--- config.mk ---
export PLATFORM = sky130hd
export DESIGN_NAME = lbbe_front
export DESIGN_NICKNAME = d
export VERILOG_FILES = /design/src/hw/rtl/loss_based_bitrate_estimator_core_defines.svh /design/src/hw/rtl/lbbe_pkg.sv /design/src/hw/rtl/lbbe_front.sv
export SDC_FILE = /design/constraint.sdc
export NUM_CORES = 1
export LEC_CHECK = 0
export ABC_AREA = 1
export BUFFER_PORTS_ARGS = -buffer_cell sky130_fd_sc_hd__buf_2
export CORE_MARGIN = 3
export CORE_UTILIZATION = 40
export CTS_BUF_LIST = sky130_fd_sc_hd__clkbuf_8 sky130_fd_sc_hd__clkbuf_16
export CTS_CLUSTER_DIAMETER = 80
export DETAILED_ROUTE_END_ITERATION = 7
export PLACE_DENSITY = 0.63
export SLEW_MARGIN = 25
export SYNTH_ARGS = -nofsm -noshare
export SYNTH_HDL_FRONTEND = slang
export SYNTH_SLANG_ARGS = --single-unit
export TNS_END_PERCENT = 100
--- constraint.sdc ---
create_clock -name clk -period 16.7 [get_ports clk]
set_input_delay 5.01 -clock clk [delete_from_list [all_inputs] [get_ports clk]]
set_output_delay 5.01 -clock clk [all_outputs]
set_load 0.005 [all_outputs]
--- src/hw/rtl/loss_based_bitrate_estimator_core_defines.svh ---
// Assertion macros shared by the bitrate estimator RTL.
// Depends on nothing; every macro expects clk and rst_n in scope.
`ifndef LOSS_BASED_BITRATE_ESTIMATOR_CORE_DEFINES_SVH
`define LOSS_BASED_BITRATE_ESTIMATOR_CORE_DEFINES_SVH
`ifndef NO_ASSERTIONS
`define LBBE_CHECK(lbl, expr, msg) \
  lbl: assert property (@(posedge clk) disable iff (!rst_n) (expr)) else $error(msg);
`define LBBE_IMPLY(lbl, ante, cons, msg) \
  lbl: assert property (@(posedge clk) disable iff (!rst_n) (ante) |-> (cons)) else $error(msg);
`define LBBE_NEXT(lbl, ante, cons, msg) \
  lbl: assert property (@(posedge clk) disable iff (!rst_n) (ante) |=> (cons)) else $error(msg);
`else
`define LBBE_CHECK(lbl, expr, msg)
`define LBBE_IMPLY(lbl, ante, cons, msg)
`define LBBE_NEXT(lbl, ante, cons, msg)
`endif
`endif

--- src/hw/rtl/lbbe_pkg.sv ---
// Types, constants and helpers of the loss-based bitrate estimator.
// Used by every module of the block; depends on nothing.
package lbbe_pkg;

  localparam int SEQ_BITS   = 16;
  localparam int SIZE_BITS  = 16;
  localparam int TIME_BITS  = 48;
  localparam int COUNT_BITS = 16;
  localparam int EPOCH_BITS = 4;
  localparam int SEQ_DEPTH  = 1 << SEQ_BITS;

  localparam int DIV_NW = 64;
  localparam int DIV_DW = TIME_BITS;
  localparam int DIV_CW = $clog2(DIV_NW);

  localparam int RATE_W = 55;
  localparam logic [22:0] RATE_SCALE = 23'd8000000;
  localparam logic [TIME_BITS-1:0] MIN_DT = TIME_BITS'(1000);

  localparam logic [16:0] Q_ONE  = 17'd65536;
  localparam logic [16:0] W_RISE = 17'd22938;
  localparam logic [16:0] W_FALL = 17'd36045;
  localparam logic [16:0] W_030  = 17'd19661;
  localparam logic [16:0] W_035  = 17'd22938;
  localparam logic [16:0] W_055  = 17'd36045;
  localparam logic [16:0] W_070  = 17'd45875;
  localparam logic [16:0] M_050  = 17'd32768;
  localparam logic [16:0] M_070  = 17'd45875;
  localparam logic [16:0] M_085  = 17'd55706;
  localparam logic [16:0] M_105  = 17'd68813;

  localparam logic [31:0] RST_MIN   = 32'd30000;
  localparam logic [31:0] RST_MAX   = 32'd2500000;
  localparam logic [31:0] RST_START = 32'd300000;

  typedef enum logic [1:0] {
    KIND_SENT  = 2'd0,
    KIND_FB    = 2'd1,
    KIND_ROUTE = 2'd2,
    KIND_NONE  = 2'd3
  } kind_t;

  typedef enum logic [1:0] {
    CFG_MIN_RATE  = 2'd0,
    CFG_MAX_RATE  = 2'd1,
    CFG_START     = 2'd2,
    CFG_OWN_ID    = 2'd3
  } cfg_idx_t;

  typedef enum logic [2:0] {
    CMD_SENT  = 3'd0,
    CMD_FB    = 3'd1,
    CMD_ROUTE = 3'd2,
    CMD_NOP   = 3'd3,
    CMD_BADID = 3'd4
  } cmd_op_t;

  typedef struct packed {
    cmd_op_t              op;
    logic [SEQ_BITS-1:0]  seq;
    logic [15:0]          bytes;
    logic                 rcv;
    logic [TIME_BITS-1:0] t;
    logic                 last;
    logic [31:0]          nstart;
  } cmd_t;

  function automatic logic [31:0] clamp_rate(input logic [31:0] v,
                                             input logic [31:0] lo,
                                             input logic [31:0] hi);
    logic [31:0] r;
    r = (v < hi) ? v : hi;
    if (r < lo) begin
      r = lo;
    end
    return r;
  endfunction

endpackage

--- src/hw/rtl/lbbe_front.sv ---
// Front end: accepts input transactions, classifies them and queues commands.
// Depends on lbbe_pkg.
module lbbe_front import lbbe_pkg::*; (
  input  logic         clk,
  input  logic         rst_n,
  input  logic         in_tvalid,
  output logic         in_tready,
  input  logic [135:0] in_tdata,  // seq_num, packet_bytes, received, recv_time_us,
                                  // report_transport_id, new_start_bps, zero pad
  input  logic [1:0]   in_tuser,  // kind
  input  logic         in_tlast,  // last_in_report
  input  logic [15:0]  own_id,
  output logic         cmd_valid,
  output cmd_t         cmd,
  input  logic         cmd_pop
);

  cmd_t        q_r [0:1];
  logic        wr_ptr_r;
  logic        rd_ptr_r;
  logic [1:0]  count_r;
  cmd_t        cmd_in;
  logic        push;

  always_comb begin
    cmd_in.seq    = in_tdata[SEQ_BITS-1:0];
    cmd_in.bytes  = in_tdata[31:16];
    cmd_in.rcv    = in_tdata[32];
    cmd_in.t      = in_tdata[33 +: TIME_BITS];
    cmd_in.last   = in_tlast;
    cmd_in.nstart = in_tdata[128:97];
    case (kind_t'(in_tuser))
      KIND_SENT:  cmd_in.op = CMD_SENT;
      KIND_FB:    cmd_in.op = (in_tdata[96:81] == own_id) ? CMD_FB : CMD_BADID;
      KIND_ROUTE: cmd_in.op = CMD_ROUTE;
      default:    cmd_in.op = CMD_NOP;
    endcase
  end

  assign in_tready = (count_r != 2'd2);
  assign push      = in_tvalid && in_tready;
  assign cmd_valid = (count_r != 2'd0);
  assign cmd       = q_r[rd_ptr_r];

  always_ff @(posedge clk) begin
    if (push) begin
      q_r[wr_ptr_r] <= cmd_in;
    end
  end

  always_ff @(posedge clk) begin
    if (!rst_n) begin
      wr_ptr_r <= 1'b0;
      rd_ptr_r <= 1'b0;
      count_r  <= 2'd0;
    end else begin
      if (push) begin
        wr_ptr_r <= ~wr_ptr_r;
      end
      if (cmd_pop) begin
        rd_ptr_r <= ~rd_ptr_r;
      end
      case ({push, cmd_pop})
        2'b10:   count_r <= count_r + 2'd1;
        2'b01:   count_r <= count_r - 2'd1;
        default: count_r <= count_r;
      endcase
    end
  end

endmodule

==> summary.json, run 1 <==
{
  "first_pass_iters": 4,
  "max-cap-violations": 0,
  "synth.net_count": 641,
  "cp.depth": 3,
  "critical_path.slowest_cell": "dfxtp_4",
  "finalHoldViolCount": 0,
  "clkTransAtPathRegs_ps": 60,
  "clock_tree.buffer_depth": 3,
  "finalSetupTns_ps": 0,
  "syn_inst": 481,
  "setup-violations-final": 0,
  "cts-resized-gates": 0,
  "power.static_leakage_nw": 4.60,
  "setup_clock_skew_after_layout_ps": 20.0,
  "tritoncts.num_buffers": 25,
  "number_of_nets_with_antenna_violations_after_detailed_routing": 0,
  "cts_hold_repair.buffers": 0,
  "design.die.area_um2": 24600,
  "yosysSeqAreaShare": 0.783,
  "cells_on_worst_hold_path": 2,
  "worst_ep_required_time_ps": 11690,
  "layout.core_utilization": 0.521,
  "synth_adder_area_share": 0.00137,
  "globalRouteOverflowTotal": 0,
  "tritoncts": "yes",
  "syn_area_per_cell_um2": 18.9,
  "path_class": "reg2out",
  "slew_at_the_pin_closest_to_its_max_slew_limit_ps": 1000,
  "fp.coreArea_um2": 22100,
  "power.density_nw_per_um2": 120,
  "grt_most_used_layer": "met2",
  "nets": 929,
  "buffers_added_on_ports": 270,
  "hp-class": "reg2reg",
  "worstPathArrival_ps": 2810,
  "synth_compound_area_frac": 0.00467,
  "startpoint_type": "register",
  "min_period_over_period": 0.468,
  "fin_crit_ps": 7820,
  "cp_num_buf_inv": 2,
  "dieHeight_um": 157,
  "yosys.area_share.xor_xnor": 0.00192,
  "gr-usage-met2": 0.246,
  "rsz0062_at_grt": "false",
  "grt_usage": 0.137,
  "detailed_placement_hpwl_mm": 12.4,
  "detail_route.wirelength_mm": 18.1,
  "final_common_cell": "buf_2",
  "global_routing_met1_resource_utilization": 0.150,
  "finalPower_w": 0.00138,
  "vias": 5026,
  "crit_chain": "buf_4 -> mux2_2 -> buf_2",
  "critPathTopFamily": "flip-flops",
  "crit_fanout": 68,
  "num_io_pins": 278,
  "met3_usage": 0.0467,
  "reg2regPathDepth": 5,
  "detail_route.drc_violations": 0,
  "root_buffer": "clkbuf_16",
  "grt_max_degree": 72,
  "floorplan.initialDensity": 0.412,
  "drt_first_iter_violations": 182,
  "post-cts-setup-buffer-count": 0,
  "critical_path.max_stage_delay_ps": 1000,
  "multiplexer_fraction_of_the_synthesized_cell_area": 0.157,
  "avgRoutedWirePerCell_um": 17.0,
  "grt_pass1_wl_mm": 26.9,
  "h-tree-depth": 1,
  "peak_freq_ghz": 0.128,
  "synth.lib_cells_used.distinct": 18,
  "grt_pass1_vias": 5341,
  "yosys_warnings": 0,
  "worstSetupEndpointType": "output port",
  "synth-simple-area-share": 0.0295,
  "tritoncts_num_sinks": 239,
  "layout.cells.most_common_list": "270 x buf_2, 234 x edfxtp_1, 87 x mux2_2",
  "slew_headroom": 0.331,
  "drive_gt1_frac": 0.542,
  "fp.dieW_um": 157,
  "syn-cell-area_um2": 9110,
  "grt_antenna_before_repair": 3,
  "area_growth_pct": 26.3,
  "worst_skew_pair_latency_ps": 510,
  "largest_family_of_logic_cells_by_synthesized_area": "multiplexers",
  "number_of_register_bits_inferred_by_synthesis": 239,
  "num_antenna_cells": 0,
  "worst_ir_drop_vdd_mv": 0.0750,
  "outcome": "finished clean",
  "timing.final.max_slew_violations": 0,
  "place.gp.congestion": 0.733,
  "n_fill_cell": 1834,
  "via_per_inst": 4.71,
  "placement_rows": 54
}
==> tightest hold or removal path, stage by stage (launching register included) <==
cell and delay [ps]:
dfxtp_1 310, inv_1 80, a21oi_1 70
==> layout make-up <==
class                   count  area, µm²  share of cell area
clock buffers              25        626              0.0544
well taps                 280        350              0.0305
clock inverters            19        110             0.00957
repair buffers            275       1390               0.121
multi-input cells         199       1790               0.155
inverters                  29        109             0.00946
flip-flops and latches    239       7130               0.620
==> metal layers <==
layer | vias to the layer above | share of wire
met5 | - | 0.0019
met4 | 6 | 0.028
met3 | 44 | 0.083
met2 | 173 | 0.52
met1 | 2424 | 0.37
li1 | 2379 | -
==> synthesized netlist by cell type <==
cell,instances,share of area
nand3_1,1,0.00055
mux2_2,87,0.11
nor3_1,1,0.00055
nand2_1,42,0.017
ha_1,1,0.0014
clkbuf_1,1,0.00041
a21boi_0,1,0.00082
xnor2_1,1,0.00096
buf_6,5,0.0062
edfxtp_1,234,0.77
a21oi_1,4,0.0022
xor2_1,1,0.00096
dfxtp_1,5,0.011
nor2_1,27,0.011
buf_2,8,0.0044
inv_1,29,0.012
mux2_4,30,0.049
o21ai_0,3,0.0016
==> cell families (layout without fill, tap and decap cells) <==
| family | Yosys count | in the layout |
|---|---|---|
| AO/OA/AOI/OAI | 8 | 8 |
| multiplexers | 117 | 117 |
| XOR/XNOR | 2 | 2 |
| buffers and inverters | 43 | 348 |
| adder cells (fa/ha/maj) | 1 | 1 |
| AND/OR/NAND/NOR | 71 | 71 |
| flip-flops | 239 | 239 |
==> final timing paths <==
path | from | end | slack, ps
worst max-delay path | register | cmd[51] | 8880
worst min register to register | count_r[1] | count_r[1] | 510
worst max register to register | count_r[0] | q_r[0][86] | 14380
worst min-delay path | count_r[1] | count_r[1] | 510
==> flip-flops by register name, summed over array words and instances (netlist names), named ones only <==
register	flops
wr_ptr_r	1
rd_ptr_r	1
q_r	234
count_r	2
==> through the flow <==
stage	cell area [µm²]	hold slack [ps]	worst slack, ps	std cells
2_1_floorplan	9110	458	6120	481
4_1_cts	11500	508	8750	1066
3_3_place_gp	10800	469	9360	1022
3_5_place_dp	10800	500	9330	1022
6_report	11500	507	8880	1066
5_1_grt	11500	532	8670	1066
==> power by group <==
part           internal (W)  switching (W)
logic             0.0000805      0.0000750
registers          0.000712      0.0000167
clock network      0.000285       0.000209
total               0.00108       0.000301
No activity file was read; power rests on OpenSTA's default activity.
==> run 2, diff against run 1 <==
==> constraint.sdc (replaced) <==
create_clock -name clk -period 7.9 [get_ports clk]
set_input_delay 2.37 -clock clk [delete_from_list [all_inputs] [get_ports clk]]
set_output_delay 2.37 -clock clk [all_outputs]
set_load 0.005 [all_outputs]
==> summary.json, run 2 (same netlist as run 1, synthesis figures left out) <==
{
  "cts-resized-gates": {"value": 0, "change": "unchanged"},
  "area_occupied_by_multi_input_gates": {"value": 1790, "unit": "µm²", "change": "unchanged"},
  "finalHoldViolCount": {"value": 0, "change": "unchanged"},
  "startpoint_type": "register",
  "tritoncts.num_buffers": {"value": 26, "change": "+4.0%"},
  "nets": {"value": 931, "change": "+0.22%"},
  "detail_route.drc_violations": {"value": 0, "change": "unchanged"},
  "area_growth_pct": 27.6,
  "fp.coreArea": {"value": 22100, "unit": "µm²", "change": "unchanged"},
  "rsz0062_at_grt": "false",
  "timing.final.max_slew_violations": {"value": 0, "change": "unchanged"},
  "grt_pass1_vias": {"value": 5302, "change": "-0.73%"},
  "clock_power_share": {"value": 0.384, "change": "+0.025"},
  "grt_usage": {"value": 0.138, "change": "+0.000638"},
  "drive_gt1_frac": {"value": 0.549, "change": "+0.00681"},
  "comb_power_share": {"value": 0.111, "change": "-0.002"},
  "reg2reg_slack": {"value": 5650, "unit": "ps", "change": "-8730 ps"},
  "grt_antenna_before_repair": {"value": 3, "change": "unchanged"},
  "n_fill_cell": {"value": 1800, "change": "-1.9%"},
  "post-cts-setup-buffer-count": {"value": 0, "change": "unchanged"},
  "first_pass_iters": {"value": 5, "change": "+1"},
  "hp-class": "reg2reg",
  "cp_num_buf_inv": {"value": 2, "change": "unchanged"},
  "h-tree-depth": {"value": 1, "change": "unchanged"},
  "final_common_cell": "buf_2",
  "slew_headroom": {"value": 0.383, "change": "+0.0520"},
  "top_register": "q_r",
  "num_io_pins": {"value": 278, "change": "unchanged"},
  "setup_slack_at_placement": {"value": 3630, "unit": "ps", "change": "-5690 ps"},
  "layout_top_registers": "q_r (234), count_r (2)",
  "min_period_over_period": 0.599,
  "peak_freq_ghz": 0.211,
  "drt_first_iter_violations": {"value": 254, "change": "+40%"},
  "setup_clock_skew_after_layout": {"value": 9.78, "unit": "ps", "change": "-10.2 ps"},
  "floorplan.initialDensity": {"value": 0.412, "change": "unchanged"},
  "layoutNonFillerInstCount": {"value": 1071, "change": "+0.47%"},
  "clkTransAtPathRegs": {"value": 50, "unit": "ps", "change": "about the same"},
  "clock_tree.buffer_depth": {"value": 3, "change": "unchanged"},
  "critPathTopFamily": "buffers and inverters",
  "crit_chain": "buf_4 -> mux2_2 -> buf_2",
  "finish.instance_area": {"value": 11600, "unit": "µm²", "change": "+1.0%"},
  "detailed_placement_hpwl": {"value": 12.5, "unit": "mm", "change": "+0.73%"},
  "worst_ep_required_time": {"value": 5530, "unit": "ps", "change": "-6160 ps"},
  "layout.cells.most_common_list": "270 x buf_2, 234 x edfxtp_1, 87 x mux2_2",
  "root_buffer": "clkbuf_16",
  "globalRouteOverflowTotal": {"value": 0, "change": "unchanged"},
  "slew_at_the_pin_closest_to_its_max_slew_limit": {"value": 926, "unit": "ps", "change": "-78.0 ps"},
  "design.die.area": {"value": 24600, "unit": "µm²", "change": "unchanged"},
  "grt_pass1_wl": {"value": 27.2, "unit": "mm", "change": "+0.95%"},
  "worstPathArrival": {"value": 2360, "unit": "ps", "change": "-450 ps"},
  "setup-violations-final": {"value": 0, "change": "unchanged"},
  "cts_hold_repair.buffers": {"value": 0, "change": "unchanged"},
  "largest_register_ffs": {"value": 234, "change": "unchanged"},
  "fin_ws": {"value": 3170, "unit": "ps", "change": "-5710 ps"},
  "detail_route.wirelength": {"value": 18.1, "unit": "mm", "change": "-0.35%"},
  "sequential_standard_cell_area": {"value": 7130, "unit": "µm²", "change": "unchanged"},
  "layout.core_utilization": {"value": 0.526, "change": "+0.00538"},
  "worst_ir_drop_vdd": {"value": 0.178, "unit": "mV", "change": "+140%"},
  "tritoncts": "yes",
  "vias": {"value": 5042, "change": "+0.32%"},
  "placedInstanceArea": {"value": 10800, "unit": "µm²", "change": "about the same"},
  "path_class": "reg2out",
  "fp.dieW": {"value": 157, "unit": "µm", "change": "unchanged"},
  "power.density": {"value": 261, "unit": "nW/µm²", "change": "+120%"},
  "finalSetupTns": {"value": 0, "unit": "ps", "change": "unchanged"},
  "seq_power_share": {"value": 0.505, "change": "-0.024"},
  "dieHeight": {"value": 157, "unit": "µm", "change": "unchanged"},
  "outcome": "finished clean",
  "grt_max_degree": {"value": 70, "change": "-2.8%"},
  "internal-power": {"value": 0.00239, "unit": "W", "change": "+120%"},
  "p_sw": {"value": 0.000646, "unit": "W", "change": "+110%"},
  "crit_fanout": {"value": 49, "change": "-28%"},
  "via_per_inst": {"value": 4.71, "change": "-0.15%"},
  "switching_share": {"value": 0.213, "change": "-0.00522"},
  "worstSetupEndpointType": "output port",
  "critical_path.max_stage_delay": {"value": 640, "unit": "ps", "change": "-360 ps"},
  "avgRoutedWirePerCell": {"value": 16.9, "unit": "µm", "change": "-0.82%"},
  "critical_path.slowest_cell": "buf_4",
  "number_of_nets_with_antenna_violations_after_detailed_routing": {"value": 0, "change": "unchanged"},
  "buffers_added_on_ports": {"value": 270, "change": "unchanged"},
  "power.static_leakage": {"value": 4.66, "unit": "nW", "change": "+1.2%"},
  "tritoncts_num_sinks": {"value": 239, "change": "unchanged"},
  "placed_cells": {"value": 1023, "change": "+0.098%"},
  "fin_crit_ps": 4730,
  "place.gp.congestion": {"value": 0.742, "change": "+1.2%"},
  "max-cap-violations": {"value": 0, "change": "unchanged"},
  "placement_rows": {"value": 54, "change": "unchanged"},
  "worst_skew_pair_latency": {"value": 510, "unit": "ps", "change": "about the same"}
}
==> run 2: final cells by class <==
type                    count  area share
well taps                 280      0.0301
clock inverters            19      0.0143
multi-input cells         199       0.154
inverters                  29     0.00937
diodes                      2    0.000431
repair buffers            276       0.120
clock buffers              27      0.0581
flip-flops and latches    239       0.614
==> run 2: per-stage QoR <==
stage / hold slack (ps) / total power (W)
finish: 502 / 0.00303
global route: 523 / 0.00316
CTS: 496 / 0.00308
detailed placement: 488 / 0.00190
global placement: 469 / 0.00189
floorplan: 458 / 0.00175
==> run 2: per-layer routing <==
| metal | wire (µm) | global-route usage | share of wire | vias up |
|---|---|---|---|---|
| met5 | 21 | 0 | 0.0012 | - |
| met1 | 6630 | 0.157 | 0.37 | 2437 |
| met2 | 9370 | 0.246 | 0.52 | 179 |
| met3 | 1400 | 0.0415 | 0.078 | 47 |
| met4 | 633 | 0.0496 | 0.035 | 4 |
| li1 | - | - | - | 2375 |
==> run 2: final timing paths <==
path / cells past startpoint / from / to
worst max register to register: 5 / count_r[0] / q_r[0][88]
worst min-delay path: 2 / count_r[1] / count_r[1]
worst max-delay path: 3 / register / cmd[0]
worst min register to register: 2 / count_r[1] / count_r[1]
==> run 2: power by group through the flow <==
stage | clock, W | combinational [W] | sequential, W
2_1_floorplan | 0 | 0.000191 | 0.00155
3_3_place_gp | 0 | 0.000335 | 0.00155
3_5_place_dp | 0 | 0.000343 | 0.00156
4_1_cts | 0.00120 | 0.000345 | 0.00153
5_1_grt | 0.00125 | 0.000369 | 0.00154
6_report | 0.00116 | 0.000336 | 0.00153
==> run 2: tightest hold or removal path, delay by kind of cell, from the launching register on <==
kind / cells / cell delay [ps]
flops: 1 / 310
buf+inv: 1 / 80
compound gates: 1 / 60
